### src/rtl/acmac_pkg.sv
package acmac_pkg;

    localparam int BlockBits = 128;
    localparam int CountBits = 5;
    localparam int RoundBits = 4;
    localparam logic [RoundBits-1:0] LastRound = 4'd10;
    localparam logic [7:0] DblConst = 8'h87;
    localparam logic [7:0] PadMark = 8'h80;
    localparam logic [CountBits-1:0] FullCount = 5'd16;

    typedef enum logic [1:0] {
        CFG_KEY_HIGH = 2'd0,
        CFG_KEY_LOW  = 2'd1,
        CFG_TAG_MODE = 2'd2
    } cfg_index_t;

    // One classified item handed from the front part to the engine.
    typedef struct packed {
        logic [BlockBits-1:0] data;
        logic                 last;
        logic                 full;
        logic [3:0]           count;
    } work_t;

    localparam logic [7:0] SBOX [256] = '{
        8'h63,8'h7c,8'h77,8'h7b,8'hf2,8'h6b,8'h6f,8'hc5,8'h30,8'h01,8'h67,8'h2b,8'hfe,8'hd7,8'hab,8'h76,
        8'hca,8'h82,8'hc9,8'h7d,8'hfa,8'h59,8'h47,8'hf0,8'had,8'hd4,8'ha2,8'haf,8'h9c,8'ha4,8'h72,8'hc0,
        8'hb7,8'hfd,8'h93,8'h26,8'h36,8'h3f,8'hf7,8'hcc,8'h34,8'ha5,8'he5,8'hf1,8'h71,8'hd8,8'h31,8'h15,
        8'h04,8'hc7,8'h23,8'hc3,8'h18,8'h96,8'h05,8'h9a,8'h07,8'h12,8'h80,8'he2,8'heb,8'h27,8'hb2,8'h75,
        8'h09,8'h83,8'h2c,8'h1a,8'h1b,8'h6e,8'h5a,8'ha0,8'h52,8'h3b,8'hd6,8'hb3,8'h29,8'he3,8'h2f,8'h84,
        8'h53,8'hd1,8'h00,8'hed,8'h20,8'hfc,8'hb1,8'h5b,8'h6a,8'hcb,8'hbe,8'h39,8'h4a,8'h4c,8'h58,8'hcf,
        8'hd0,8'hef,8'haa,8'hfb,8'h43,8'h4d,8'h33,8'h85,8'h45,8'hf9,8'h02,8'h7f,8'h50,8'h3c,8'h9f,8'ha8,
        8'h51,8'ha3,8'h40,8'h8f,8'h92,8'h9d,8'h38,8'hf5,8'hbc,8'hb6,8'hda,8'h21,8'h10,8'hff,8'hf3,8'hd2,
        8'hcd,8'h0c,8'h13,8'hec,8'h5f,8'h97,8'h44,8'h17,8'hc4,8'ha7,8'h7e,8'h3d,8'h64,8'h5d,8'h19,8'h73,
        8'h60,8'h81,8'h4f,8'hdc,8'h22,8'h2a,8'h90,8'h88,8'h46,8'hee,8'hb8,8'h14,8'hde,8'h5e,8'h0b,8'hdb,
        8'he0,8'h32,8'h3a,8'h0a,8'h49,8'h06,8'h24,8'h5c,8'hc2,8'hd3,8'hac,8'h62,8'h91,8'h95,8'he4,8'h79,
        8'he7,8'hc8,8'h37,8'h6d,8'h8d,8'hd5,8'h4e,8'ha9,8'h6c,8'h56,8'hf4,8'hea,8'h65,8'h7a,8'hae,8'h08,
        8'hba,8'h78,8'h25,8'h2e,8'h1c,8'ha6,8'hb4,8'hc6,8'he8,8'hdd,8'h74,8'h1f,8'h4b,8'hbd,8'h8b,8'h8a,
        8'h70,8'h3e,8'hb5,8'h66,8'h48,8'h03,8'hf6,8'h0e,8'h61,8'h35,8'h57,8'hb9,8'h86,8'hc1,8'h1d,8'h9e,
        8'he1,8'hf8,8'h98,8'h11,8'h69,8'hd9,8'h8e,8'h94,8'h9b,8'h1e,8'h87,8'he9,8'hce,8'h55,8'h28,8'hdf,
        8'h8c,8'ha1,8'h89,8'h0d,8'hbf,8'he6,8'h42,8'h68,8'h41,8'h99,8'h2d,8'h0f,8'hb0,8'h54,8'hbb,8'h16
    };

    function automatic logic [7:0] xtime(input logic [7:0] a);
        return {a[6:0], 1'b0} ^ (a[7] ? 8'h1b : 8'h00);
    endfunction

    // Byte i of a block sits at bits [127-8i -: 8].
    function automatic logic [7:0] get_byte(input logic [BlockBits-1:0] s, input int i);
        return s[BlockBits-1-8*i -: 8];
    endfunction

    function automatic logic [BlockBits-1:0] dbl(input logic [BlockBits-1:0] v);
        return {v[BlockBits-2:0], 1'b0} ^ {120'd0, (v[BlockBits-1] ? DblConst : 8'h00)};
    endfunction

endpackage

### src/rtl/acmac_front.sv
// Classifies input blocks: applies padding on short last blocks and keeps
// a two-entry queue so the engine and the input side stall independently.
module acmac_front (
    input  logic                     clk,
    input  logic                     rst_n,
    input  logic [63:0]              block_high,
    input  logic [63:0]              block_low,
    input  logic [4:0]               byte_count,
    input  logic                     last_block,
    input  logic                     in_valid,
    output logic                     in_ready,
    output acmac_pkg::work_t         work,
    output logic                     work_valid,
    input  logic                     work_take
);
    acmac_pkg::work_t q_reg [2];
    logic             wr_ptr_reg;
    logic             rd_ptr_reg;
    logic [1:0]       fill_reg;
    acmac_pkg::work_t cls;
    logic [acmac_pkg::BlockBits-1:0] raw;
    logic             push;
    logic             pop;

    always_comb
    begin
        raw = {block_high, block_low};
        cls.last = last_block;
        cls.full = (byte_count >= acmac_pkg::FullCount);
        cls.count = byte_count[3:0];
        cls.data = raw;
        if (last_block && !cls.full)
        begin
            for (int i = 0; i < 16; i++)
            begin
                if (i > int'(byte_count))
                    cls.data[127-8*i -: 8] = 8'h00;
                else if (i == int'(byte_count))
                    cls.data[127-8*i -: 8] = acmac_pkg::PadMark;
            end
        end
    end

    assign in_ready = (fill_reg != 2'd2);
    assign push = in_valid && in_ready;
    assign pop = work_take && work_valid;
    assign work_valid = (fill_reg != 2'd0);
    assign work = q_reg[rd_ptr_reg];

    always_ff @(posedge clk)
    begin
        if (push)
            q_reg[wr_ptr_reg] <= cls;
    end

    always_ff @(posedge clk or negedge rst_n)
    begin
        if (!rst_n)
        begin
            wr_ptr_reg <= 1'b0;
            rd_ptr_reg <= 1'b0;
            fill_reg <= 2'd0;
        end
        else
        begin
            if (push)
                wr_ptr_reg <= ~wr_ptr_reg;
            if (pop)
                rd_ptr_reg <= ~rd_ptr_reg;
            fill_reg <= fill_reg + {1'b0, push} - {1'b0, pop};
        end
    end
endmodule

### config.mk
export PLATFORM = sky130hd
export DESIGN_NAME = acmac_front
export DESIGN_NICKNAME = d
export VERILOG_FILES = /design/src/rtl/acmac_pkg.sv /design/src/rtl/acmac_front.sv
export SDC_FILE = /design/constraint.sdc
export NUM_CORES = 1
export LEC_CHECK = 0
export ABC_CLOCK_PERIOD_IN_PS = 9400
export CAP_MARGIN = 20
export CORE_MARGIN = 4
export CORE_UTILIZATION = 55
export DETAILED_ROUTE_END_ITERATION = 10
export DONT_BUFFER_PORTS = 1
export PLACE_DENSITY = 0.77
export SETUP_SLACK_MARGIN = 0.4
export SLEW_MARGIN = 20
export SYNTH_ARGS = -nofsm -noshare
export SYNTH_HDL_FRONTEND = slang
export SYNTH_SLANG_ARGS = --single-unit
### constraint.sdc
create_clock -name clk -period 9.4 [get_ports clk]
set_clock_uncertainty 0.1 [all_clocks]
set_input_delay 0.47 -clock clk [delete_from_list [all_inputs] [get_ports clk]]
set_output_delay 0.47 -clock clk [all_outputs]
set_load 0.01 [all_outputs]
==> results of run 1 <==
through the flow:
stage / util / cells / hold slack (ns) / power (mW) / worst slack [ns]
finish: 0.627 / 931 / 0.0537 / 3.77 / 5.92
global route: 0.627 / 929 / 0.0353 / 3.93 / 5.82
CTS: 0.626 / 925 / 0.0380 / 3.81 / 5.91
detailed placement: 0.575 / 867 / 0.0746 / 2.70 / 6.40
global placement: 0.575 / 867 / 0.0746 / 2.66 / 6.50
floorplan: - / 622 / 0.0744 / 2.54 / 2.44
area by class of cell:
type / instances / area share
repair buffers: 12 / 0.00909
flip-flops and latches: 272 / 0.666
multi-input cells: 319 / 0.219
inverters: 6 / 0.00184
diodes: 6 / 0.00123
clock buffers: 34 / 0.0608
clock inverters: 17 / 0.0153
well taps: 265 / 0.0271
per-layer routing:
layer  vias to the layer above  GRT usage  routed length (microns)
li1                       2382          -                        -
met1                      2621      0.235                     8200
met2                       265      0.324                    11200
met3                        57     0.0772                     2340
met4                         4     0.0728                      824
met5                         -          0                       29
worst register-to-register path, delay by kind of cell (launching register included):
family | cells | cell delay, ns
simple gates | 2 | 0.89
buf+inv | 1 | 0.98
flops | 1 | 0.40
power groups by stage:
stage	Combinational [mW]	Clock (mW)	Sequential [mW]
6_report	0.878	1.11	1.79
5_1_grt	0.939	1.18	1.81
4_1_cts	0.896	1.13	1.79
3_5_place_dp	0.887	0	1.82
3_3_place_gp	0.853	0	1.81
2_1_floorplan	0.757	0	1.78
kinds of logic after synthesis:
kind of cell               after synthesis  share of synthesized area
adders and majority gates                2                    0.00228
AOI/OAI and AO/OA                       31                     0.0175
buffers and inverters                   31                     0.0135
muxes                                  135                      0.139
and+or+nand+nor                        147                     0.0815
xor gates and xnor gates                 4                    0.00320
DFF                                    272                      0.743
how the worst min path moves through the flow:
stage,from,endpoint,slack (ns),cells after the start
6_report,block_high[63],q_reg[1][133]$_DFFE_PP_,0.05,1
5_1_grt,block_high[63],q_reg[1][133]$_DFFE_PP_,0.04,1
4_1_cts,block_high[63],q_reg[1][133]$_DFFE_PP_,0.04,1
3_5_place_dp,rst_n,fill_reg[0]$_DFF_PN0_,0.07,0
3_3_place_gp,rst_n,wr_ptr_reg$_DFFE_PN0P_,0.07,0
2_1_floorplan,rst_n,fill_reg[0]$_DFF_PN0_,0.07,0
timing repair:
item                      in CTS  in global routing
hold endpoints to repair      16                  0
buffers inserted               0                  0
hold buffers                   7                  0
cells in the final DEF (no fill, tap or decap), types with 5 or more instances in the layout:
master,instances
sky130_fd_sc_hd__a21oi_1,7
sky130_fd_sc_hd__and2_1,92
sky130_fd_sc_hd__and2b_1,5
sky130_fd_sc_hd__clkbuf_1,5
sky130_fd_sc_hd__clkbuf_16,29
sky130_fd_sc_hd__clkinv_1,6
sky130_fd_sc_hd__diode_2,6
sky130_fd_sc_hd__dlygate4sd3_1,7
sky130_fd_sc_hd__edfxtp_1,268
sky130_fd_sc_hd__inv_1,6
sky130_fd_sc_hd__mux2_2,135
sky130_fd_sc_hd__nand2_1,13
sky130_fd_sc_hd__nor2_1,5
sky130_fd_sc_hd__nor2b_1,17
sky130_fd_sc_hd__o21ai_0,6
==> run summary, run 1 <==
FINISH
----------------------------------------------------------------------------------------
Post-layout nets                                                                     779
Area of all sequential standard cells                                       0.00815 sq mm
Fill cell count                                                                     1376
Layout-stage area growth over the synthesis result                                 11.7%
Largest register FFs                                                                 268
Final std cell area, no fill                                                0.0122 sq mm
Multi-input gate area in the final layout                                   0.00268 sq mm
Layout cell share with drive strength beyond 1                                     0.286

TIMING
----------------------------------------------------------------------------------------
Slew Limit Headroom                                                                0.278
Portion of the clock cycle consumed by the worst path in the final layout          0.370
Upper clock frequency limit                                                    0.288 GHz
Minimum period implied by the final worst setup slack                            3.48 ns
Post-route setup TNS                                                                0 ns
Unrepaired setup endpoints after global routing                                    false
Final number of hold-violating endpoints                                               0
Slew of the pin with the lowest slew margin                                      1.08 ns
Total of endpoints with negative setup slack in the final report                       0
Count of pins over their slew limit                                                    0

WORST SETUP PATH
----------------------------------------------------------------------------------------
CP Buf/Inv Count                                                                       1
Crit. End Element                                                           primary output
Instance count on the critical path                                                    2
Worst R2R End                                                               q_reg[1][21]$_DFFE_PP_
CP Launch Point                                                             rd_ptr_reg$_DFFE_PN0P_
Path type of the worst setup path                                           register to primary output
Setup slack on the worst flop-to-flop path                                       6.56 ns
Startpoint of the lowest-slack register-to-register path                    fill_reg[1]$_DFF_PN0_
Number of cell instances on the worst register-to-register path                        3
Cell chain of the critical path                                             buf_4 > mux2_2
Maximum net fanout on the critical path                                               85
Gate family responsible for the most delay along the worst path             buffers and inverters
Critical path capture point                                                     work[16]
Required time reported for the critical path endpoint                            8.83 ns
Type of origin of the critical path                                             register
Critical path's largest stage delay                                              0.88 ns
Slowest cell on the critical path                                           sky130_fd_sc_hd__buf_4
Data arrival time of the critical path                                           2.91 ns

ROUTE
----------------------------------------------------------------------------------------
Post-route DRC violation count                                                         0
Routed vias                                                                         5329
Wirelength, routed                                                          22500 microns
Antenna Nets Post-Route                                                                0
Initial drt markers                                                                  225
Length of the first detailed-routing pass in iterations                                4
Mean number of vias per cell                                                        5.72
Avg WL per Cell                                                             24.2 microns

SYNTH
----------------------------------------------------------------------------------------
Leading cell type by number of instances after synthesis                    sky130_fd_sc_hd__edfxtp_1
Cell types occupying the most area after synthesis                          sky130_fd_sc_hd__edfxtp_1 73%, sky130_fd_sc_hd__mux2_2 14%, sky130_fd_sc_hd__and2_1 5.3%
Synth async-reset ratio                                                           0.0147
Yosys top cell area share                                                          0.734
Yosys warnings                                                                         0
Average size of a mapped cell                                                 17.6 sq um
Number of flops mapped to enable cells by yosys                                      268
Cell Area, Synth                                                            0.0110 sq mm
Post-synthesis net count                                                             762
Number of distinct library cells after synthesis                                      36
Number of instances in the synthesized netlist                                       622
Most numerous cell types in the synthesized netlist                         268 x sky130_fd_sc_hd__edfxtp_1, 135 x sky130_fd_sc_hd__mux2_2, 92 x sky130_fd_sc_hd__and2_1
Most used flip-flop cell after synthesis                                    sky130_fd_sc_hd__edfxtp_1
Flop and latch count out of synthesis                                                272
Cell type contributing the most total cell area after synthesis             sky130_fd_sc_hd__edfxtp_1
Sequential area share after synthesis                                              0.743

CLOCKING
----------------------------------------------------------------------------------------
Library cell used as clock root buffer                                      sky130_fd_sc_hd__clkbuf_16
Post_cts resized                                                                       0
Clock tree buffer depth                                                                3
Sink count of the clock tree                                                         272
Number of H-tree levels                                                                1
Clock tree from TritonCTS                                                           done
Insertion delay to the later sink of the worst-skew pair                         0.53 ns
CTS buffer count                                                                      28
Clock transition at the registers of the reported paths                          0.06 ns

RUN
----------------------------------------------------------------------------------------
Number of max-cap violations                                                           0

PLACE
----------------------------------------------------------------------------------------
Placed cell area                                                            0.0112 sq mm
Placer congestion estimate                                                         0.829
Count of input and output buffers                                                      0
Half-perimeter wire length after placement                                  15200 microns

PWR
----------------------------------------------------------------------------------------
IR Drop Worst-Case VDD                                                          0.204 mV
Net Sw Power                                                                     1.09 mW
Sequential cell fraction of total power                                            0.474
Static Leakage                                                                   4.07 nW
Power density normalized to cell area                                        308 mW/mm^2
Switching power share of the total                                                 0.288
Int Pwr                                                                          2.69 mW
Clock share of power                                                               0.293
Combinational Power Share                                                          0.233

DIE
----------------------------------------------------------------------------------------
Top-level port count                                                                 274
Overall die width                                                            149 microns
Row count                                                                             51
Initial Utilization                                                                0.561
Die outline area                                                            0.0223 sq mm
Height of the chip                                                           149 microns
Area of the core                                                            0.0195 sq mm

GLOBAL ROUTING
----------------------------------------------------------------------------------------
Via count of the first global-routing pass                                          5714
Global-route wire length before repair                                      33600 microns
Congestion Overflow GR                                                                 0
Pin count of the biggest net entering global routing                                  86
Antenna violations before repair                                                       6
GR Util All Layers                                                                 0.197

MIN PATH
----------------------------------------------------------------------------------------
Type of the most critical hold path                                         input pin to register

OUTCOME
----------------------------------------------------------------------------------------
Result of the run                                                           finished, final reports clean

(Power assumes the default switching activity.)
==> inputs of run 2 (changes only) <==
- ABC_CLOCK_PERIOD_IN_PS: 9400 -> 3000
- PLACE_DENSITY: 0.77 -> 0.8
- clock period: 9.4 -> 3 ns (I/O delays scaled with it)
==> run summary, run 2 (synthesis results as in run 1) <==
OUTCOME
----------------------------------------------------------------------------------------
Result of the run                                                           finished, final reports clean

WORST SETUP PATH
----------------------------------------------------------------------------------------
Cell chain of the critical path                                             buf_4 > mux2_2
Data arrival time of the critical path                                           2.22 ns   -0.69 ns
Gate family responsible for the most delay along the worst path               flip-flops
CP Buf/Inv Count                                                                       1   unchanged
Maximum net fanout on the critical path                                               36   -58%
Required time reported for the critical path endpoint                            2.75 ns   -6.08 ns
Crit. End Element                                                           primary output
Slowest cell on the critical path                                           sky130_fd_sc_hd__dfrtp_4
Type of origin of the critical path                                             register
Critical path's largest stage delay                                              0.71 ns   -0.17 ns
Path type of the worst setup path                                           register to primary output

TIMING
----------------------------------------------------------------------------------------
Final number of hold-violating endpoints                                               0   unchanged
Minimum period implied by the final worst setup slack                            2.47 ns
Portion of the clock cycle consumed by the worst path in the final layout          0.822
Upper clock frequency limit                                                    0.405 GHz
Slew of the pin with the lowest slew margin                                     0.935 ns   -0.147 ns
Post-route setup slack                                                          0.533 ns   -5.39 ns
Unrepaired setup endpoints after global routing                                    false
Count of pins over their slew limit                                                    0   unchanged
Total of endpoints with negative setup slack in the final report                       0   unchanged
Slew Limit Headroom                                                                0.370   +0.0915

CLOCKING
----------------------------------------------------------------------------------------
Number of H-tree levels                                                                1   unchanged
Clock tree buffer depth                                                                3   unchanged
Post-CTS Setup Bufs                                                                    0   unchanged
Library cell used as clock root buffer                                      sky130_fd_sc_hd__clkbuf_16
Sink count of the clock tree                                                         272   unchanged
Post_cts resized                                                                       0   unchanged
Insertion delay to the later sink of the worst-skew pair                         0.51 ns   -0.02 ns
Clock transition at the registers of the reported paths                          0.06 ns   about the same
CTS buffer count                                                                      27   -3.6%
Clock tree from TritonCTS                                                           done

DIE
----------------------------------------------------------------------------------------
Row count                                                                             51   unchanged
Initial Utilization                                                                0.561   unchanged
Top-level port count                                                                 274   unchanged
Die outline area                                                            0.0223 sq mm   unchanged
Area of the core                                                            0.0195 sq mm   unchanged
Overall die width                                                            149 microns   unchanged
Height of the chip                                                           149 microns   unchanged

PLACE
----------------------------------------------------------------------------------------
Half-perimeter wire length after placement                                  15500 microns   +1.4%
Setup slack at placement                                                         1.04 ns   -5.36 ns
Placer congestion estimate                                                         0.785   -5.3%
Count of input and output buffers                                                      0   unchanged

PWR
----------------------------------------------------------------------------------------
Sequential cell fraction of total power                                            0.462   -0.012
Switching power share of the total                                                 0.294   +0.00644
Power density normalized to cell area                                        884 mW/mm^2   +190%
IR Drop Worst-Case VDD                                                          0.740 mV   +260%
Int Pwr                                                                          8.48 mW   +220%
Combinational Power Share                                                          0.258   +0.025
Net Sw Power                                                                     3.54 mW   +230%
Static Leakage                                                                   4.64 nW   +14%
Clock share of power                                                               0.280   -0.013

ROUTE
----------------------------------------------------------------------------------------
Initial drt markers                                                                  270   +20%
Antenna Nets Post-Route                                                                0   unchanged
Avg WL per Cell                                                             24.3 microns   +0.23%
Length of the first detailed-routing pass in iterations                                5   +1
Routed vias                                                                         5931   +11%
Wirelength, routed                                                          25800 microns   +14%
Post-route DRC violation count                                                         0   unchanged
Mean number of vias per cell                                                        5.59   -2.3%

FINISH
----------------------------------------------------------------------------------------
Area of all sequential standard cells                                       0.00815 sq mm   unchanged
Layout Utilization                                                                 0.696   +0.0692
Layout-stage area growth over the synthesis result                                 24.0%
Largest register FFs                                                                 268   unchanged
Fill cell count                                                                     1212   -12%
Multi-input gate area in the final layout                                   0.00268 sq mm   unchanged
Most common library cell in the layout ignoring fill and taps               sky130_fd_sc_hd__edfxtp_1
Post-layout nets                                                                     914   +17%
Commonest cells after routing, fill and taps aside                          268 x sky130_fd_sc_hd__edfxtp_1, 138 x sky130_fd_sc_hd__dlygate4sd3_1, 135 x sky130_fd_sc_hd__mux2_2, 92 x sky130_fd_sc_hd__and2_1, 27 x sky130_fd_sc_hd__clkbuf_16
Layout cell share with drive strength beyond 1                                     0.247   -0.0395

GLOBAL ROUTING
----------------------------------------------------------------------------------------
Via count of the first global-routing pass                                          6506   +14%
Congestion Overflow GR                                                                 0   unchanged
Global-route wire length before repair                                      38300 microns   +14%
Pin count of the biggest net entering global routing                                  84   -2.3%
Antenna violations before repair                                                       2   -4
GR Util All Layers                                                                 0.226   +0.0296

MIN PATH
----------------------------------------------------------------------------------------
Type of the most critical hold path                                         input pin to register

RUN
----------------------------------------------------------------------------------------
Number of max-cap violations                                                           0   unchanged

==> run 2: changes by cell type in the layout (fill, tap and decap cells not counted), moves of 2 or more <==
cell	change
sky130_fd_sc_hd__dlygate4sd3_1	+131
sky130_fd_sc_hd__clkbuf_16	-2
sky130_fd_sc_hd__inv_6	-2
sky130_fd_sc_hd__diode_2	-4
sky130_fd_sc_hd__clkinv_1	-3
sky130_fd_sc_hd__buf_4	+2
sky130_fd_sc_hd__buf_12	+4
sky130_fd_sc_hd__clkbuf_8	+4
==> run 2: metrics by stage <==
stage                     area, sq um  total power, mW  hold WS (ns)  TNS [ns]  instances
final                           13600             12.0        0.0159         0       1061
after floorplan                 11000             7.86        -0.246    -24.11        622
after detailed placement        11300             8.54        -0.245         0        872
after CTS                       13600             12.0       0.00219         0       1059
after global routing            13600             12.5        0.0201         0       1061
after global placement          11300             8.43        -0.245         0        872
==> run 2: routing by layer <==
| metal | up-vias | share of wire | track usage |
|---|---|---|---|
| met3 | 43 | 0.090 | 0.0638 |
| met1 | 2950 | 0.36 | 0.273 |
| met4 | 0 | 0.023 | 0.0577 |
| met2 | 295 | 0.53 | 0.402 |
| li1 | 2643 | - | - |
| met5 | - | 0 | 0 |
==> run 2: final cells by class <==
| type | instances | area share |
|---|---|---|
| sequential | 272 | 0.600 |
| multi-input combinational | 319 | 0.197 |
| timing repair buffer | 148 | 0.111 |
| clock buffer | 35 | 0.0549 |
| tap | 265 | 0.0244 |
| clock inverter | 14 | 0.0112 |
| inverter | 6 | 0.00166 |
| antenna | 2 | 0.000368 |
==> run 2: power groups by stage <==
stage | clock network, mW | registers (mW) | logic, mW
final | 3.36 | 5.55 | 3.10
after global routing | 3.57 | 5.61 | 3.30
after CTS | 3.38 | 5.54 | 3.11
after detailed placement | 0 | 5.61 | 2.93
after global placement | 0 | 5.57 | 2.86
after floorplan | 0 | 5.48 | 2.38
==> run 2: worst paths after layout <==
check / start / to / slack [ns] / cells past startpoint
hold / removal: in_valid / q_reg[1][123]$_DFFE_PP_ / 0.02 / 1
setup reg to reg: fill_reg[1]$_DFF_PN0_ / fill_reg[1]$_DFF_PN0_ / 0.95 / 7
min in group asynchronous: rst_n / rd_ptr_reg$_DFFE_PN0P_ / 0.39 / 2
setup / recovery: rd_ptr_reg$_DFFE_PN0P_ / work[39] / 0.53 / 2
hold reg to reg: fill_reg[1]$_DFF_PN0_ / fill_reg[1]$_DFF_PN0_ / 0.44 / 1
max in group asynchronous: rst_n / rd_ptr_reg$_DFFE_PN0P_ / 2.20 / 2
==> run 2: repair_timing <==
item,in CTS,in global routing
endpoints found under the setup margin,0,0
hold endpoints to repair,274,0
hold buffers,138,0
